`src/hw/rtl/ddo_pkg.sv`:
```
// Shared types, constants and tables for the differential-drive odometry core.
// Depends on nothing; the controller, datapath and top-level core import it.
package ddo_pkg;

    localparam int CORDIC_STEPS_DEF = 24;
    localparam int MUL_BITS         = 32;
    localparam int DIV_BITS         = 64;

    localparam logic [23:0] MPT_RESET    = 24'd34105;
    localparam logic [23:0] IWB_RESET    = 24'd436907;
    localparam logic [31:0] MAXDT_RESET  = 32'd1000000000;

    localparam logic [31:0] INV_TWO_PI_Q32  = 32'd683565276;
    localparam logic [31:0] CORDIC_GAIN_Q23 = 32'd5094007;
    localparam logic [31:0] US_PER_S        = 32'd1000000;
    localparam int          MOVE_MIN_Q24    = 168;
    localparam int          TURN_MIN_Q32    = 42950;

    localparam logic [1:0] CFG_METERS_PER_TICK = 2'd0;
    localparam logic [1:0] CFG_INV_WHEEL_BASE  = 2'd1;
    localparam logic [1:0] CFG_MAX_INTERVAL    = 2'd2;

    typedef enum logic [3:0] {
        ST_IDLE, ST_MUL_L, ST_MUL_R, ST_MUL_TH, ST_MUL_STEP, ST_MUL_GAIN,
        ST_CORDIC, ST_MUL_V, ST_DIV_V, ST_MUL_W, ST_DIV_W, ST_COMMIT
    } t_state;

    typedef enum logic [3:0] {
        OP_NONE, OP_MUL_L, OP_MUL_R, OP_MUL_TH, OP_MUL_STEP, OP_MUL_GAIN,
        OP_CORDIC, OP_MUL_V, OP_DIV_V, OP_MUL_W, OP_DIV_W
    } t_op;

    typedef struct packed {
        logic accept;
        logic start;
        t_op  op;
        logic commit;
    } t_dp_cmd;

    typedef struct packed {
        logic done;
    } t_dp_status;

    function automatic logic [31:0] cordic_atan(input logic [4:0] idx);
        logic [31:0] r;
        case (idx)
            5'd0:  r = 32'd536870912;
            5'd1:  r = 32'd316933406;
            5'd2:  r = 32'd167458907;
            5'd3:  r = 32'd85004756;
            5'd4:  r = 32'd42667331;
            5'd5:  r = 32'd21354465;
            5'd6:  r = 32'd10679838;
            5'd7:  r = 32'd5340245;
            5'd8:  r = 32'd2670163;
            5'd9:  r = 32'd1335087;
            5'd10: r = 32'd667544;
            5'd11: r = 32'd333772;
            5'd12: r = 32'd166886;
            5'd13: r = 32'd83443;
            5'd14: r = 32'd41722;
            5'd15: r = 32'd20861;
            5'd16: r = 32'd10430;
            5'd17: r = 32'd5215;
            5'd18: r = 32'd2608;
            5'd19: r = 32'd1304;
            5'd20: r = 32'd652;
            5'd21: r = 32'd326;
            5'd22: r = 32'd163;
            5'd23: r = 32'd81;
            5'd24: r = 32'd41;
            5'd25: r = 32'd20;
            5'd26: r = 32'd10;
            5'd27: r = 32'd5;
            5'd28: r = 32'd3;
            5'd29: r = 32'd1;
            5'd30: r = 32'd1;
            default: r = 32'd0;
        endcase
        return r;
    endfunction

endpackage

```
`src/hw/rtl/ddo_if.sv`:
```
// Valid/ready channel interfaces for update requests and pose results.
// Depends on nothing.
interface ddo_in_if;
    logic               valid;
    logic               ready;
    logic signed [15:0] left_count;
    logic signed [15:0] right_count;
    logic        [31:0] elapsed_us;
    modport source (output valid, left_count, right_count, elapsed_us, input ready);
    modport sink   (input valid, left_count, right_count, elapsed_us, output ready);
endinterface

interface ddo_out_if;
    logic               valid;
    logic               ready;
    logic signed [31:0] position_x;
    logic signed [31:0] position_y;
    logic        [31:0] heading;
    logic signed [31:0] linear_velocity;
    logic signed [31:0] angular_velocity;
    modport source (output valid, position_x, position_y, heading, linear_velocity,
                    angular_velocity, input ready);
    modport sink   (input valid, position_x, position_y, heading, linear_velocity,
                    angular_velocity, output ready);
endinterface

```
`src/hw/rtl/ddo_controller.sv`:
```
// Sequencing state machine: walks each update through the datapath steps.
// Depends on ddo_pkg.
module ddo_controller import ddo_pkg::*; (
    input  logic       i_clk,
    input  logic       i_rst_n,
    input  logic       i_in_valid,
    output logic       o_in_ready,
    input  logic       i_out_ready,
    output logic       o_out_valid,
    input  t_dp_status i_status,
    output t_dp_cmd    o_cmd
);

    t_state r_state, n_state;
    logic   r_first, n_first;
    logic   r_out_valid, n_out_valid;

    function automatic t_op op_of(input t_state s);
        t_op r;
        unique case (s)
            ST_MUL_L:    r = OP_MUL_L;
            ST_MUL_R:    r = OP_MUL_R;
            ST_MUL_TH:   r = OP_MUL_TH;
            ST_MUL_STEP: r = OP_MUL_STEP;
            ST_MUL_GAIN: r = OP_MUL_GAIN;
            ST_CORDIC:   r = OP_CORDIC;
            ST_MUL_V:    r = OP_MUL_V;
            ST_DIV_V:    r = OP_DIV_V;
            ST_MUL_W:    r = OP_MUL_W;
            ST_DIV_W:    r = OP_DIV_W;
            default:     r = OP_NONE;
        endcase
        return r;
    endfunction

    always_ff @(posedge i_clk) begin
        if (!i_rst_n) begin
            r_state     <= ST_IDLE;
            r_first     <= 1'b1;
            r_out_valid <= 1'b0;
        end else begin
            r_state     <= n_state;
            r_first     <= n_first;
            r_out_valid <= n_out_valid;
        end
    end

    always_comb begin
        n_state      = r_state;
        n_first      = r_first;
        o_in_ready   = 1'b0;
        o_cmd.accept = 1'b0;
        o_cmd.start  = 1'b0;
        o_cmd.commit = 1'b0;
        unique case (r_state)
            ST_IDLE: begin
                o_in_ready = 1'b1;
                if (i_in_valid) begin
                    o_cmd.accept = 1'b1;
                    if (r_first) begin
                        // first request only latches the counts
                        n_first = 1'b0;
                    end else begin
                        n_state     = ST_MUL_L;
                        o_cmd.start = 1'b1;
                    end
                end
            end
            ST_MUL_L:    if (i_status.done) begin n_state = ST_MUL_R;    o_cmd.start = 1'b1; end
            ST_MUL_R:    if (i_status.done) begin n_state = ST_MUL_TH;   o_cmd.start = 1'b1; end
            ST_MUL_TH:   if (i_status.done) begin n_state = ST_MUL_STEP; o_cmd.start = 1'b1; end
            ST_MUL_STEP: if (i_status.done) begin n_state = ST_MUL_GAIN; o_cmd.start = 1'b1; end
            ST_MUL_GAIN: if (i_status.done) begin n_state = ST_CORDIC;   o_cmd.start = 1'b1; end
            ST_CORDIC:   if (i_status.done) begin n_state = ST_MUL_V;    o_cmd.start = 1'b1; end
            ST_MUL_V:    if (i_status.done) begin n_state = ST_DIV_V;    o_cmd.start = 1'b1; end
            ST_DIV_V:    if (i_status.done) begin n_state = ST_MUL_W;    o_cmd.start = 1'b1; end
            ST_MUL_W:    if (i_status.done) begin n_state = ST_DIV_W;    o_cmd.start = 1'b1; end
            ST_DIV_W:    if (i_status.done) begin n_state = ST_COMMIT; end
            ST_COMMIT: begin
                // hold until the result register is free
                if (!r_out_valid || i_out_ready) begin
                    o_cmd.commit = 1'b1;
                    n_state      = ST_IDLE;
                end
            end
            default: n_state = ST_IDLE;
        endcase
        o_cmd.op    = op_of(n_state);
        n_out_valid = o_cmd.commit ? 1'b1 : (i_out_ready ? 1'b0 : r_out_valid);
    end

    assign o_out_valid = r_out_valid;

endmodule

```
`src/hw/rtl/ddo_datapath.sv`:
```
// Odometry datapath: config registers, pose state, shared shift-add multiplier,
// CORDIC rotator, restoring divider and result register. Depends on ddo_pkg.
module ddo_datapath import ddo_pkg::*; #(
    parameter int CORDIC_STEPS = CORDIC_STEPS_DEF
) (
    input  logic               i_clk,
    input  logic               i_rst_n,
    input  logic               i_cfg_we,
    input  logic [1:0]         i_cfg_idx,
    input  logic [31:0]        i_cfg_data,
    input  logic signed [15:0] i_left_count,
    input  logic signed [15:0] i_right_count,
    input  logic [31:0]        i_elapsed_us,
    input  t_dp_cmd            i_cmd,
    output t_dp_status         o_status,
    output logic signed [31:0] o_position_x,
    output logic signed [31:0] o_position_y,
    output logic [31:0]        o_heading,
    output logic signed [31:0] o_linear_velocity,
    output logic signed [31:0] o_angular_velocity
);

    localparam int XW = 48;

    logic [23:0] r_mpt, r_iwb;
    logic [31:0] r_maxdt;
    logic signed [15:0] r_prev_l, r_prev_r;
    logic signed [31:0] r_pose_x, r_pose_y;
    logic [31:0] r_pose_h;

    logic signed [16:0] r_dl, r_dr;
    logic [31:0]        r_dt;
    logic signed [40:0] r_wl, r_wr;
    logic signed [57:0] r_th;
    logic [31:0]        r_step;
    logic signed [XW-1:0] r_x, r_y;
    logic signed [33:0] r_z;
    logic [31:0]        r_v, r_w;

    logic signed [63:0] r_ma, r_acc;
    logic [31:0]        r_mb;
    logic [32:0]        r_rem;
    logic [63:0]        r_quo;
    logic               r_neg, r_nz;
    logic [6:0]         r_cnt;
    logic               r_run, r_load;
    t_op                r_op;

    logic [31:0] r_o_x, r_o_y, r_o_h, r_o_v, r_o_w;

    // derived quantities
    logic signed [41:0] d_sum, th_diff;
    logic signed [40:0] d;
    logic signed [33:0] thr;
    logic signed [32:0] rd8;
    logic signed [41:0] rth16;
    logic signed [41:0] th_diff_r;
    logic signed [57:0] th_r;
    logic signed [40:0] d_r;

    assign d_sum     = {r_wl[40], r_wl} + {r_wr[40], r_wr};
    assign d         = d_sum[41:1];
    assign th_diff   = {r_wr[40], r_wr} - {r_wl[40], r_wl};
    assign th_diff_r = th_diff + 42'sd128;
    assign thr       = th_diff_r[41:8];
    assign d_r       = d + 41'sd128;
    assign rd8       = d_r[40:8];
    assign th_r      = r_th + 58'sd32768;
    assign rth16     = th_r[57:16];

    // shared units, one step each
    logic signed [63:0] m_acc_nx;
    logic [32:0]        q_rem2, q_rem_nx;
    logic               q_ge;
    logic [63:0]        q_quo_nx;
    logic [4:0]         c_sh;
    logic signed [XW-1:0] c_xs, c_ys;
    logic signed [33:0] c_atan;

    assign m_acc_nx = r_acc + (r_mb[0] ? r_ma : 64'sd0);
    assign q_rem2   = {r_rem[31:0], r_quo[63]};
    assign q_ge     = q_rem2 >= {1'b0, r_dt};
    assign q_rem_nx = q_ge ? q_rem2 - {1'b0, r_dt} : q_rem2;
    assign q_quo_nx = {r_quo[62:0], q_ge};
    assign c_sh     = r_cnt[4:0];
    assign c_xs     = r_x >>> c_sh;
    assign c_ys     = r_y >>> c_sh;
    assign c_atan   = {2'b00, cordic_atan(c_sh)};

    logic [6:0] limit;
    logic       last;
    always_comb begin
        case (r_op)
            OP_CORDIC:           limit = 7'(CORDIC_STEPS);
            OP_DIV_V, OP_DIV_W:  limit = 7'(DIV_BITS);
            default:             limit = 7'(MUL_BITS);
        endcase
    end
    assign last            = r_run && (r_cnt == limit - 7'd1);
    assign o_status.done   = last;

    // load-cycle operands
    logic signed [63:0] ld_a;
    logic [31:0]        ld_b;
    always_comb begin
        ld_a = 64'sd0;
        ld_b = 32'd0;
        case (r_op)
            OP_MUL_L:    begin ld_a = 64'(r_dl);  ld_b = {8'd0, r_mpt}; end
            OP_MUL_R:    begin ld_a = 64'(r_dr);  ld_b = {8'd0, r_mpt}; end
            OP_MUL_TH:   begin ld_a = 64'(thr);   ld_b = {8'd0, r_iwb}; end
            OP_MUL_STEP: begin ld_a = 64'(r_th);  ld_b = INV_TWO_PI_Q32; end
            OP_MUL_GAIN: begin ld_a = 64'(d);     ld_b = CORDIC_GAIN_Q23; end
            OP_MUL_V:    begin ld_a = 64'(rd8);   ld_b = US_PER_S; end
            OP_MUL_W:    begin ld_a = 64'(rth16); ld_b = US_PER_S; end
            default:     begin ld_a = 64'sd0;     ld_b = 32'd0; end
        endcase
    end

    // divider dividend: |num| + dt/2
    logic        dv_neg;
    logic [63:0] dv_mag;
    assign dv_neg = r_acc[63];
    assign dv_mag = (dv_neg ? 64'(-r_acc) : 64'(r_acc)) + {33'd0, r_dt[31:1]};

    // CORDIC setup from the gain product
    logic [63:0]        g_round;
    logic signed [40:0] x0;
    logic [31:0]        ang, ang_f;
    logic               fold;
    logic [63:0]        step_round;
    assign g_round    = m_acc_nx + 64'sd4194304;
    assign x0         = g_round[63:23];
    assign ang        = r_pose_h - r_step;
    assign fold       = (ang >= 32'h4000_0000) && (ang < 32'hC000_0000);
    assign ang_f      = fold ? ang - 32'h8000_0000 : ang;
    assign step_round = m_acc_nx + 64'h0000_0000_8000_0000;

    function automatic logic [31:0] rate_res(input logic neg, input logic nz,
                                             input logic dt0, input logic [63:0] q);
        logic [32:0] qc;
        logic [32:0] qn;
        logic [31:0] r;
        qc = (q > 64'h0000_0000_8000_0000) ? 33'h0_8000_0000 : q[32:0];
        qn = -qc;
        if (dt0) begin
            r = !nz ? 32'd0 : (neg ? 32'h8000_0000 : 32'h7FFF_FFFF);
        end else if (neg) begin
            r = qn[31:0];
        end else begin
            r = qc[31] ? 32'h7FFF_FFFF : qc[31:0];
        end
        return r;
    endfunction

    function automatic logic [31:0] sat41(input logic signed [40:0] v);
        logic [31:0] r;
        if (v > 41'sh0_7FFF_FFFF)       r = 32'h7FFF_FFFF;
        else if (v < -41'sh0_8000_0000) r = 32'h8000_0000;
        else                            r = v[31:0];
        return r;
    endfunction

    // commit values
    logic signed [XW-1:0] x_r, y_r;
    logic signed [39:0]   dxr, dyr;
    logic signed [40:0]   px_sum, py_sum;
    logic                 moved, turned;
    assign x_r    = r_x + XW'(128);
    assign y_r    = r_y + XW'(128);
    assign dxr    = x_r[XW-1:8];
    assign dyr    = y_r[XW-1:8];
    assign px_sum = 41'(r_pose_x) + 41'(dxr);
    assign py_sum = 41'(r_pose_y) + 41'(dyr);
    assign moved  = (d >= 41'sd168) || (d <= -41'sd168);
    assign turned = (r_th >= 58'(TURN_MIN_Q32)) || (r_th <= -58'(TURN_MIN_Q32));

    // config and architectural state
    always_ff @(posedge i_clk) begin
        if (!i_rst_n) begin
            r_mpt    <= MPT_RESET;
            r_iwb    <= IWB_RESET;
            r_maxdt  <= MAXDT_RESET;
            r_prev_l <= '0;
            r_prev_r <= '0;
            r_pose_x <= '0;
            r_pose_y <= '0;
            r_pose_h <= '0;
        end else begin
            if (i_cfg_we) begin
                unique case (i_cfg_idx)
                    CFG_METERS_PER_TICK: r_mpt   <= i_cfg_data[23:0];
                    CFG_INV_WHEEL_BASE:  r_iwb   <= i_cfg_data[23:0];
                    CFG_MAX_INTERVAL:    r_maxdt <= i_cfg_data;
                    default: ;
                endcase
            end
            if (i_cmd.accept) begin
                r_prev_l <= i_left_count;
                r_prev_r <= i_right_count;
            end
            if (i_cmd.commit) begin
                if (moved) begin
                    r_pose_x <= sat41(px_sum);
                    r_pose_y <= sat41(py_sum);
                end
                if (turned) r_pose_h <= r_pose_h + r_step;
            end
        end
    end

    // sequencing control of the shared units
    always_ff @(posedge i_clk) begin
        if (!i_rst_n) begin
            r_run  <= 1'b0;
            r_load <= 1'b0;
            r_op   <= OP_NONE;
            r_cnt  <= '0;
        end else begin
            if (i_cmd.start) begin
                r_op   <= i_cmd.op;
                r_load <= 1'b1;
                r_run  <= 1'b0;
            end else if (r_load) begin
                r_load <= 1'b0;
                r_run  <= 1'b1;
                r_cnt  <= '0;
            end else if (last) begin
                r_run <= 1'b0;
            end else if (r_run) begin
                r_cnt <= r_cnt + 7'd1;
            end
        end
    end

    // payload registers
    always_ff @(posedge i_clk) begin
        if (i_cmd.accept) begin
            r_dl <= 17'(i_left_count) - 17'(r_prev_l);
            r_dr <= 17'(i_right_count) - 17'(r_prev_r);
            r_dt <= i_elapsed_us;
        end
        if (r_load) begin
            case (r_op)
                OP_DIV_V, OP_DIV_W: begin
                    r_neg <= dv_neg;
                    r_nz  <= (r_acc != 64'sd0);
                    r_quo <= dv_mag;
                    r_rem <= '0;
                end
                OP_CORDIC: ;
                default: begin
                    r_ma  <= ld_a;
                    r_mb  <= ld_b;
                    r_acc <= 64'sd0;
                end
            endcase
        end else if (r_run) begin
            case (r_op)
                OP_DIV_V, OP_DIV_W: begin
                    r_rem <= q_rem_nx;
                    r_quo <= q_quo_nx;
                end
                OP_CORDIC: begin
                    if (!r_z[33]) begin
                        r_x <= r_x - c_ys;
                        r_y <= r_y + c_xs;
                        r_z <= r_z - c_atan;
                    end else begin
                        r_x <= r_x + c_ys;
                        r_y <= r_y - c_xs;
                        r_z <= r_z + c_atan;
                    end
                end
                default: begin
                    r_acc <= m_acc_nx;
                    r_ma  <= r_ma <<< 1;
                    r_mb  <= r_mb >> 1;
                end
            endcase
        end
        if (last) begin
            case (r_op)
                OP_MUL_L:    r_wl   <= m_acc_nx[40:0];
                OP_MUL_R:    r_wr   <= m_acc_nx[40:0];
                OP_MUL_TH:   r_th   <= m_acc_nx[57:0];
                OP_MUL_STEP: r_step <= step_round[63:32];
                OP_MUL_GAIN: begin
                    r_x <= fold ? -XW'(x0) : XW'(x0);
                    r_y <= '0;
                    r_z <= 34'(signed'(ang_f));
                end
                OP_DIV_V: r_v <= rate_res(r_neg, r_nz, r_dt == 32'd0, q_quo_nx);
                OP_DIV_W: r_w <= rate_res(r_neg, r_nz, r_dt == 32'd0, q_quo_nx);
                default: ;
            endcase
        end
        if (i_cmd.commit) begin
            r_o_x <= moved ? sat41(px_sum) : r_pose_x;
            r_o_y <= moved ? sat41(py_sum) : r_pose_y;
            r_o_h <= turned ? r_pose_h + r_step : r_pose_h;
            r_o_v <= (r_dt < r_maxdt) ? r_v : 32'd0;
            r_o_w <= (r_dt < r_maxdt) ? r_w : 32'd0;
        end
    end

    assign o_position_x       = r_o_x;
    assign o_position_y       = r_o_y;
    assign o_heading          = r_o_h;
    assign o_linear_velocity  = r_o_v;
    assign o_angular_velocity = r_o_w;

endmodule

```
`src/hw/rtl/differential_drive_odometry_core.sv`:
```
// Differential-drive wheel odometry. From acceptance to a valid result, each update
// request goes through seven passes of a shared 32-step shift-add multiplier, a
// CORDIC_STEPS-step rotator and two 64-step restoring divisions for the velocities,
// each pass with a load step, then a commit. The next request is taken in the cycle
// after the commit. The first request after reset only latches the encoder counts
// and produces no result. A finished result waits in an output register, so the next
// request can be taken while it is unread; a still unread result stalls the commit.
// Depends on ddo_pkg, ddo_if, ddo_controller and ddo_datapath.
module differential_drive_odometry_core import ddo_pkg::*; #(
    parameter int CORDIC_STEPS = CORDIC_STEPS_DEF
) (
    input  logic        i_clk,
    input  logic        i_rst_n,
    ddo_in_if.sink      i_upd,
    ddo_out_if.source   o_pose,
    input  logic        i_cfg_we,
    input  logic [1:0]  i_cfg_idx,
    input  logic [31:0] i_cfg_data
);

    t_dp_cmd    cmd;
    t_dp_status status;

    ddo_controller u_ctrl (
        .i_clk       (i_clk),
        .i_rst_n     (i_rst_n),
        .i_in_valid  (i_upd.valid),
        .o_in_ready  (i_upd.ready),
        .i_out_ready (o_pose.ready),
        .o_out_valid (o_pose.valid),
        .i_status    (status),
        .o_cmd       (cmd)
    );

    ddo_datapath #(.CORDIC_STEPS(CORDIC_STEPS)) u_dp (
        .i_clk              (i_clk),
        .i_rst_n            (i_rst_n),
        .i_cfg_we           (i_cfg_we),
        .i_cfg_idx          (i_cfg_idx),
        .i_cfg_data         (i_cfg_data),
        .i_left_count       (i_upd.left_count),
        .i_right_count      (i_upd.right_count),
        .i_elapsed_us       (i_upd.elapsed_us),
        .i_cmd              (cmd),
        .o_status           (status),
        .o_position_x       (o_pose.position_x),
        .o_position_y       (o_pose.position_y),
        .o_heading          (o_pose.heading),
        .o_linear_velocity  (o_pose.linear_velocity),
        .o_angular_velocity (o_pose.angular_velocity)
    );

    // a result never appears in the cycle right after a request is taken
    a_no_instant_result: assert property (@(posedge i_clk) disable iff (!i_rst_n)
        (i_upd.valid && i_upd.ready) |=> !$rose(o_pose.valid))
        else $error("result appeared right after a request");

    // a new result is only committed after the block was busy
    a_commit_from_busy: assert property (@(posedge i_clk) disable iff (!i_rst_n)
        $rose(o_pose.valid) |-> $past(!i_upd.ready))
        else $error("result committed while idle");

endmodule
```
`src/flat_wrapper.sv`:
```
// flat-port wrapper written by rule: the top's interface ports become plain ports
module differential_drive_odometry_core_flat import ddo_pkg::*;
#(
    parameter int CORDIC_STEPS = CORDIC_STEPS_DEF
)
  (i_clk, i_rst_n, i_cfg_we, i_cfg_idx, i_cfg_data, i_upd_valid, i_upd_left_count, i_upd_right_count, i_upd_elapsed_us, i_upd_ready, o_pose_valid, o_pose_position_x, o_pose_position_y, o_pose_heading, o_pose_linear_velocity, o_pose_angular_velocity, o_pose_ready);
  ddo_in_if i_upd_i ();
  ddo_out_if o_pose_i ();
  input  logic i_clk;
  input  logic i_rst_n;
  input  logic i_cfg_we;
  input  logic [1:0] i_cfg_idx;
  input  logic [31:0] i_cfg_data;
  input wire logic [$bits(i_upd_i.valid)-1:0] i_upd_valid;
  input wire logic [$bits(i_upd_i.left_count)-1:0] i_upd_left_count;
  input wire logic [$bits(i_upd_i.right_count)-1:0] i_upd_right_count;
  input wire logic [$bits(i_upd_i.elapsed_us)-1:0] i_upd_elapsed_us;
  output wire logic [$bits(i_upd_i.ready)-1:0] i_upd_ready;
  output wire logic [$bits(o_pose_i.valid)-1:0] o_pose_valid;
  output wire logic [$bits(o_pose_i.position_x)-1:0] o_pose_position_x;
  output wire logic [$bits(o_pose_i.position_y)-1:0] o_pose_position_y;
  output wire logic [$bits(o_pose_i.heading)-1:0] o_pose_heading;
  output wire logic [$bits(o_pose_i.linear_velocity)-1:0] o_pose_linear_velocity;
  output wire logic [$bits(o_pose_i.angular_velocity)-1:0] o_pose_angular_velocity;
  input wire logic [$bits(o_pose_i.ready)-1:0] o_pose_ready;
  assign i_upd_i.valid = i_upd_valid;
  assign i_upd_i.left_count = i_upd_left_count;
  assign i_upd_i.right_count = i_upd_right_count;
  assign i_upd_i.elapsed_us = i_upd_elapsed_us;
  assign i_upd_ready = i_upd_i.ready;
  assign o_pose_valid = o_pose_i.valid;
  assign o_pose_position_x = o_pose_i.position_x;
  assign o_pose_position_y = o_pose_i.position_y;
  assign o_pose_heading = o_pose_i.heading;
  assign o_pose_linear_velocity = o_pose_i.linear_velocity;
  assign o_pose_angular_velocity = o_pose_i.angular_velocity;
  assign o_pose_i.ready = o_pose_ready;
  differential_drive_odometry_core #(.CORDIC_STEPS(CORDIC_STEPS)) u_core (.i_clk(i_clk), .i_rst_n(i_rst_n), .i_upd(i_upd_i), .o_pose(o_pose_i), .i_cfg_we(i_cfg_we), .i_cfg_idx(i_cfg_idx), .i_cfg_data(i_cfg_data));
endmodule
```
`config.mk`:
```
export PLATFORM = sky130hd
export DESIGN_NAME = differential_drive_odometry_core_flat
export DESIGN_NICKNAME = d
export VERILOG_FILES = /design/src/hw/rtl/ddo_pkg.sv /design/src/hw/rtl/ddo_if.sv /design/src/hw/rtl/ddo_controller.sv /design/src/hw/rtl/ddo_datapath.sv /design/src/hw/rtl/differential_drive_odometry_core.sv /design/src/flat_wrapper.sv
export SDC_FILE = /design/constraint.sdc
export NUM_CORES = 2
export LEC_CHECK = 0
export ABC_AREA = 1
export BUFFER_PORTS_ARGS = -buffer_cell sky130_fd_sc_hd__buf_2
export CORE_MARGIN = 2
export CORE_UTILIZATION = 59
export DETAILED_ROUTE_END_ITERATION = 10
export GPL_ROUTABILITY_DRIVEN = 0
export HOLD_SLACK_MARGIN = 0.15
export PLACE_DENSITY = 0.79
export SYNTH_ARGS = -nofsm -noshare
export SYNTH_HDL_FRONTEND = slang
export SYNTH_SLANG_ARGS = --single-unit
```
`constraint.sdc`:
```
create_clock -name i_clk -period 12.85 [get_ports i_clk]
set_clock_uncertainty 0.2 [all_clocks]
set_input_delay 0.6425 -clock i_clk [delete_from_list [all_inputs] [get_ports i_clk]]
set_output_delay 0.6425 -clock i_clk [all_outputs]
set_load 0.01 [all_outputs]
```
==> run_summary.xml <==
<?xml version="1.0" encoding="UTF-8"?>
<metrics>
  <group name="yosys">
    <metric name="synth.ff_latch_count" unit="">1105</metric>
    <metric name="ys_types" unit="">85</metric>
    <metric name="synth.net_count" unit="">15200</metric>
    <metric name="synth_flop_cell" unit="">sky130_fd_sc_hd__edfxtp_1</metric>
    <metric name="async_flop_share" unit="%">0</metric>
    <metric name="mappedNetlistArea" unit="µm²">97300</metric>
    <metric name="postSynthCellCount" unit="">14500</metric>
    <metric name="synth.yosys.seq_area_share" unit="%">30.1</metric>
    <metric name="number_of_flops_mapped_to_enable_cells_by_yosys" unit="">718</metric>
    <metric name="syn_area_per_cell" unit="µm²">6.70</metric>
    <metric name="yosysWarnings" unit="">0</metric>
  </group>
  <group name="detailed_routing">
    <metric name="detail_route.first_pass.iterations" unit="">10</metric>
    <metric name="drtIter0Drc" unit="">14300</metric>
    <metric name="via_per_instance_ratio" unit="">5.88</metric>
    <metric name="wl_per_cell" unit="µm">18.8</metric>
    <metric name="final_antenna_net_count" unit="">0</metric>
    <metric name="route.vias.total" unit="">99900</metric>
    <metric name="drcViolationCount" unit="">0</metric>
    <metric name="routed_wl" unit="µm">320000</metric>
  </group>
  <group name="sta">
    <metric name="final_min_period_over_clock_period" unit="%">55.9</metric>
    <metric name="final.setup.tns" unit="ns">0</metric>
    <metric name="timing.final.setup_violations" unit="">0</metric>
    <metric name="min_period" unit="ns">7.18</metric>
    <metric name="setup_repair_after_global_routing_missed_its_margin" unit="">false</metric>
    <metric name="layout_setup_ws" unit="ns">5.67</metric>
    <metric name="slew-limit-headroom" unit="%">24.3</metric>
    <metric name="slew_violations" unit="">0</metric>
    <metric name="finalHoldViolCount" unit="">0</metric>
    <metric name="max_slew.worst_pin.slew" unit="ns">1.14</metric>
    <metric name="max_clock_freq" unit="MHz">139</metric>
  </group>
  <group name="floorplanning">
    <metric name="die_h" unit="µm">410</metric>
    <metric name="floorplan.io_pins" unit="">265</metric>
    <metric name="start_util" unit="%">59.2</metric>
    <metric name="area_of_the_core" unit="µm²">164000</metric>
    <metric name="die_outline_area" unit="µm²">168000</metric>
    <metric name="placementRows" unit="">149</metric>
    <metric name="die_w" unit="µm">410</metric>
  </group>
  <group name="final_layout">
    <metric name="final_area" unit="µm²">105000</metric>
    <metric name="area_growth_syn_to_layout" unit="%">8.29</metric>
    <metric name="fin_nets" unit="">15400</metric>
    <metric name="finalCoreUtilization" unit="%">64.1</metric>
    <metric name="mostFrequentLayoutCells" unit="">sky130_fd_sc_hd__nand2_1, sky130_fd_sc_hd__inv_1, sky130_fd_sc_hd__nor2_1</metric>
    <metric name="drive_gt1_share" unit="%">5.96</metric>
    <metric name="layout.cells.most_common" unit="">sky130_fd_sc_hd__nand2_1</metric>
  </group>
  <group name="pwr">
    <metric name="ir_worst_vdd" unit="V">0.000127</metric>
    <metric name="p_per_area" unit="nW/µm²">87.0</metric>
    <metric name="report.power.total" unit="mW">9.16</metric>
    <metric name="power_leakage" unit="nW">50.5</metric>
  </group>
  <group name="clock_tree">
    <metric name="cts_post_setup_buffers_inserted" unit="">0</metric>
    <metric name="ctsLongestPathBuffers" unit="">3</metric>
    <metric name="ctsRootBufferMaster" unit="">sky130_fd_sc_hd__clkbuf_16</metric>
    <metric name="cts_num_sinks" unit="">1105</metric>
    <metric name="cts_max_level" unit="">3</metric>
    <metric name="tritoncts_clock_tree" unit="">yes</metric>
    <metric name="clk_transition_reported_paths" unit="ns">0.06</metric>
    <metric name="tritoncts.num_buffers" unit="">120</metric>
    <metric name="clock_insertion_delay_worst_skew" unit="ns">0.81</metric>
  </group>
  <group name="setup_path">
    <metric name="setup.worst_path.class" unit="">reg -&gt; reg</metric>
    <metric name="slowest_stage" unit="">sky130_fd_sc_hd__inv_1</metric>
    <metric name="critPathLaunchType" unit="">flop</metric>
    <metric name="critical-path-top-delay-family" unit="">simple AND/OR/NAND/NOR gates</metric>
    <metric name="path_common_cell" unit="">sky130_fd_sc_hd__nand2_1</metric>
    <metric name="critical_path_required" unit="ns">13.33</metric>
    <metric name="worstPathMaxFanout" unit="">68</metric>
    <metric name="crit_buf_inv" unit="">6</metric>
    <metric name="slowest_delay" unit="ns">0.58</metric>
    <metric name="worstSetupEndpointType" unit="">flop</metric>
    <metric name="arrival" unit="ns">7.66</metric>
  </group>
  <group name="place">
    <metric name="post-place-ws" unit="ns">5.96</metric>
    <metric name="placed_cell_area" unit="µm²">100000</metric>
    <metric name="dpl.hpwl" unit="µm">244000</metric>
    <metric name="port_buffers" unit="">264</metric>
  </group>
  <group name="grt">
    <metric name="gr-usage-all-layers" unit="%">36.5</metric>
    <metric name="grt_first_pass_wirelength" unit="µm">490000</metric>
    <metric name="antenna_violations_before_repair" unit="">13</metric>
    <metric name="first_global_vias" unit="">88700</metric>
    <metric name="overflow" unit="">0</metric>
    <metric name="grt_max_degree" unit="">159</metric>
  </group>
  <group name="run">
    <metric name="count_of_max_cap_constraint_violations" unit="">0</metric>
  </group>
  <group name="hold_path">
    <metric name="hold_class" unit="">in -&gt; reg</metric>
  </group>
  <group name="status">
    <metric name="run_status" unit="">finished, final reports clean</metric>
  </group>
</metrics>
## report_power, final
group | switching [mW] | leakage, nW | internal (mW)
registers | 0.0808 | 9.69 | 3.90
logic | 1.13 | 38.9 | 0.481
clock network | 1.56 | 1.94 | 2.02
## tightest hold or removal path, stage by stage
cell                      delay [ns]
sky130_fd_sc_hd__buf_2          0.09
sky130_fd_sc_hd__nor3_2         0.04
sky130_fd_sc_hd__buf_4          0.22
sky130_fd_sc_hd__nand2_1        0.09
sky130_fd_sc_hd__nand3_1        0.07
## registers in the layout, indices dropped and copies added (netlist names), 34 cells and up
| name | count |
|---|---|
| u_core.u_dp.r_acc | 64 |
| u_core.u_dp.r_ma | 64 |
| u_core.u_dp.r_quo | 64 |
| u_core.u_dp.r_th | 58 |
| u_core.u_dp.r_x | 48 |
| u_core.u_dp.r_y | 48 |
| u_core.u_dp.r_wl | 41 |
| u_core.u_dp.r_wr | 41 |
| u_core.u_dp.r_z | 34 |
## cells in the mapped netlist (all sizes together), types with 30 or more instances
cell type	n	area share [%]
a21boi	40	0.31
o21ai	1056	5.4
a21o	55	0.42
o221ai	36	0.32
nor2	1540	6.4
dfxtp	387	8.0
ha	600	7.7
nor4	110	0.73
or2	72	0.46
a221oi	35	0.31
buf	108	0.62
inv	2165	8.3
mux2i	30	0.31
nand3	728	3.8
a21oi	982	5.1
edfxtp	718	22
o211ai	143	1.1
xor2	403	3.7
xnor2	208	1.9
nand4	174	1.1
o21a	125	0.96
nand2	3866	15
o21bai	46	0.35
clkbuf	305	1.2
nor3	191	1.1
a31oi	149	0.96
## layer usage
metal  track usage (%)  part of all wire, %  up-vias
met5                 0                0.056        -
met4              14.8                  4.7       16
met3              9.98                   14     1043
met2              53.2                   41     5912
met1              50.9                   41    44700
li1                  -                    -    48200
## worst paths after layout
| path | start | cells past startpoint | to | slack [ns] |
|---|---|---|---|---|
| setup / recovery | u_core.u_dp.r_cnt[0]$_SDFFE_PN0P_ | 35 | u_core.u_dp.r_x[35]$_DFF_P_ | 5.67 |
| hold / removal | i_cfg_idx[0] | 5 | u_core.u_dp.r_mpt[5]$_SDFFE_PN1P_ | 0.22 |
| setup reg to reg | u_core.u_dp.r_cnt[0]$_SDFFE_PN0P_ | 35 | u_core.u_dp.r_x[35]$_DFF_P_ | 5.67 |
| hold reg to reg | u_core.u_dp.r_prev_l[6]$_SDFFE_PN0P_ | 2 | u_core.u_dp.r_prev_l[6]$_SDFFE_PN0P_ | 0.26 |
## final cells by class
cell class / instances / area [µm²]
Fill cell: 14900 / 59000
Multi-Input combinational cell: 10800 / 58200
Tap cell: 2189 / 2740
Timing Repair Buffer: 438 / 2920
Clock inverter: 61 / 628
Antenna cell: 7 / 17.5
Inverter: 2179 / 8200
Clock buffer: 166 / 3370
Sequential cell: 1105 / 29300
## stage by stage
| stage | cells | hold slack (ns) |
|---|---|---|
| global route | 17000 | 0.227 |
| finish | 17000 | 0.217 |
| floorplan | 14500 | 0.220 |
| CTS | 17000 | 0.170 |
| global placement | 16600 | 0.233 |
| detailed placement | 16600 | 0.244 |
## timing repair
action	4_1_cts	5_1_grt
resized for setup	0	0
hold buffers	111	0
hold endpoints to repair	153	0
## cells by family after synthesis
| logic type | after synthesis | synth area share, % |
|---|---|---|
| buf+inv | 2592 | 10.2 |
| simple gates | 6740 | 29.2 |
| mux | 30 | 0.309 |
| compound gates | 2834 | 16.7 |
| xor+xnor | 611 | 5.54 |
| flops | 1105 | 30.1 |
| fa+ha+maj | 613 | 7.98 |
No activity file was read; power rests on OpenSTA's default activity.
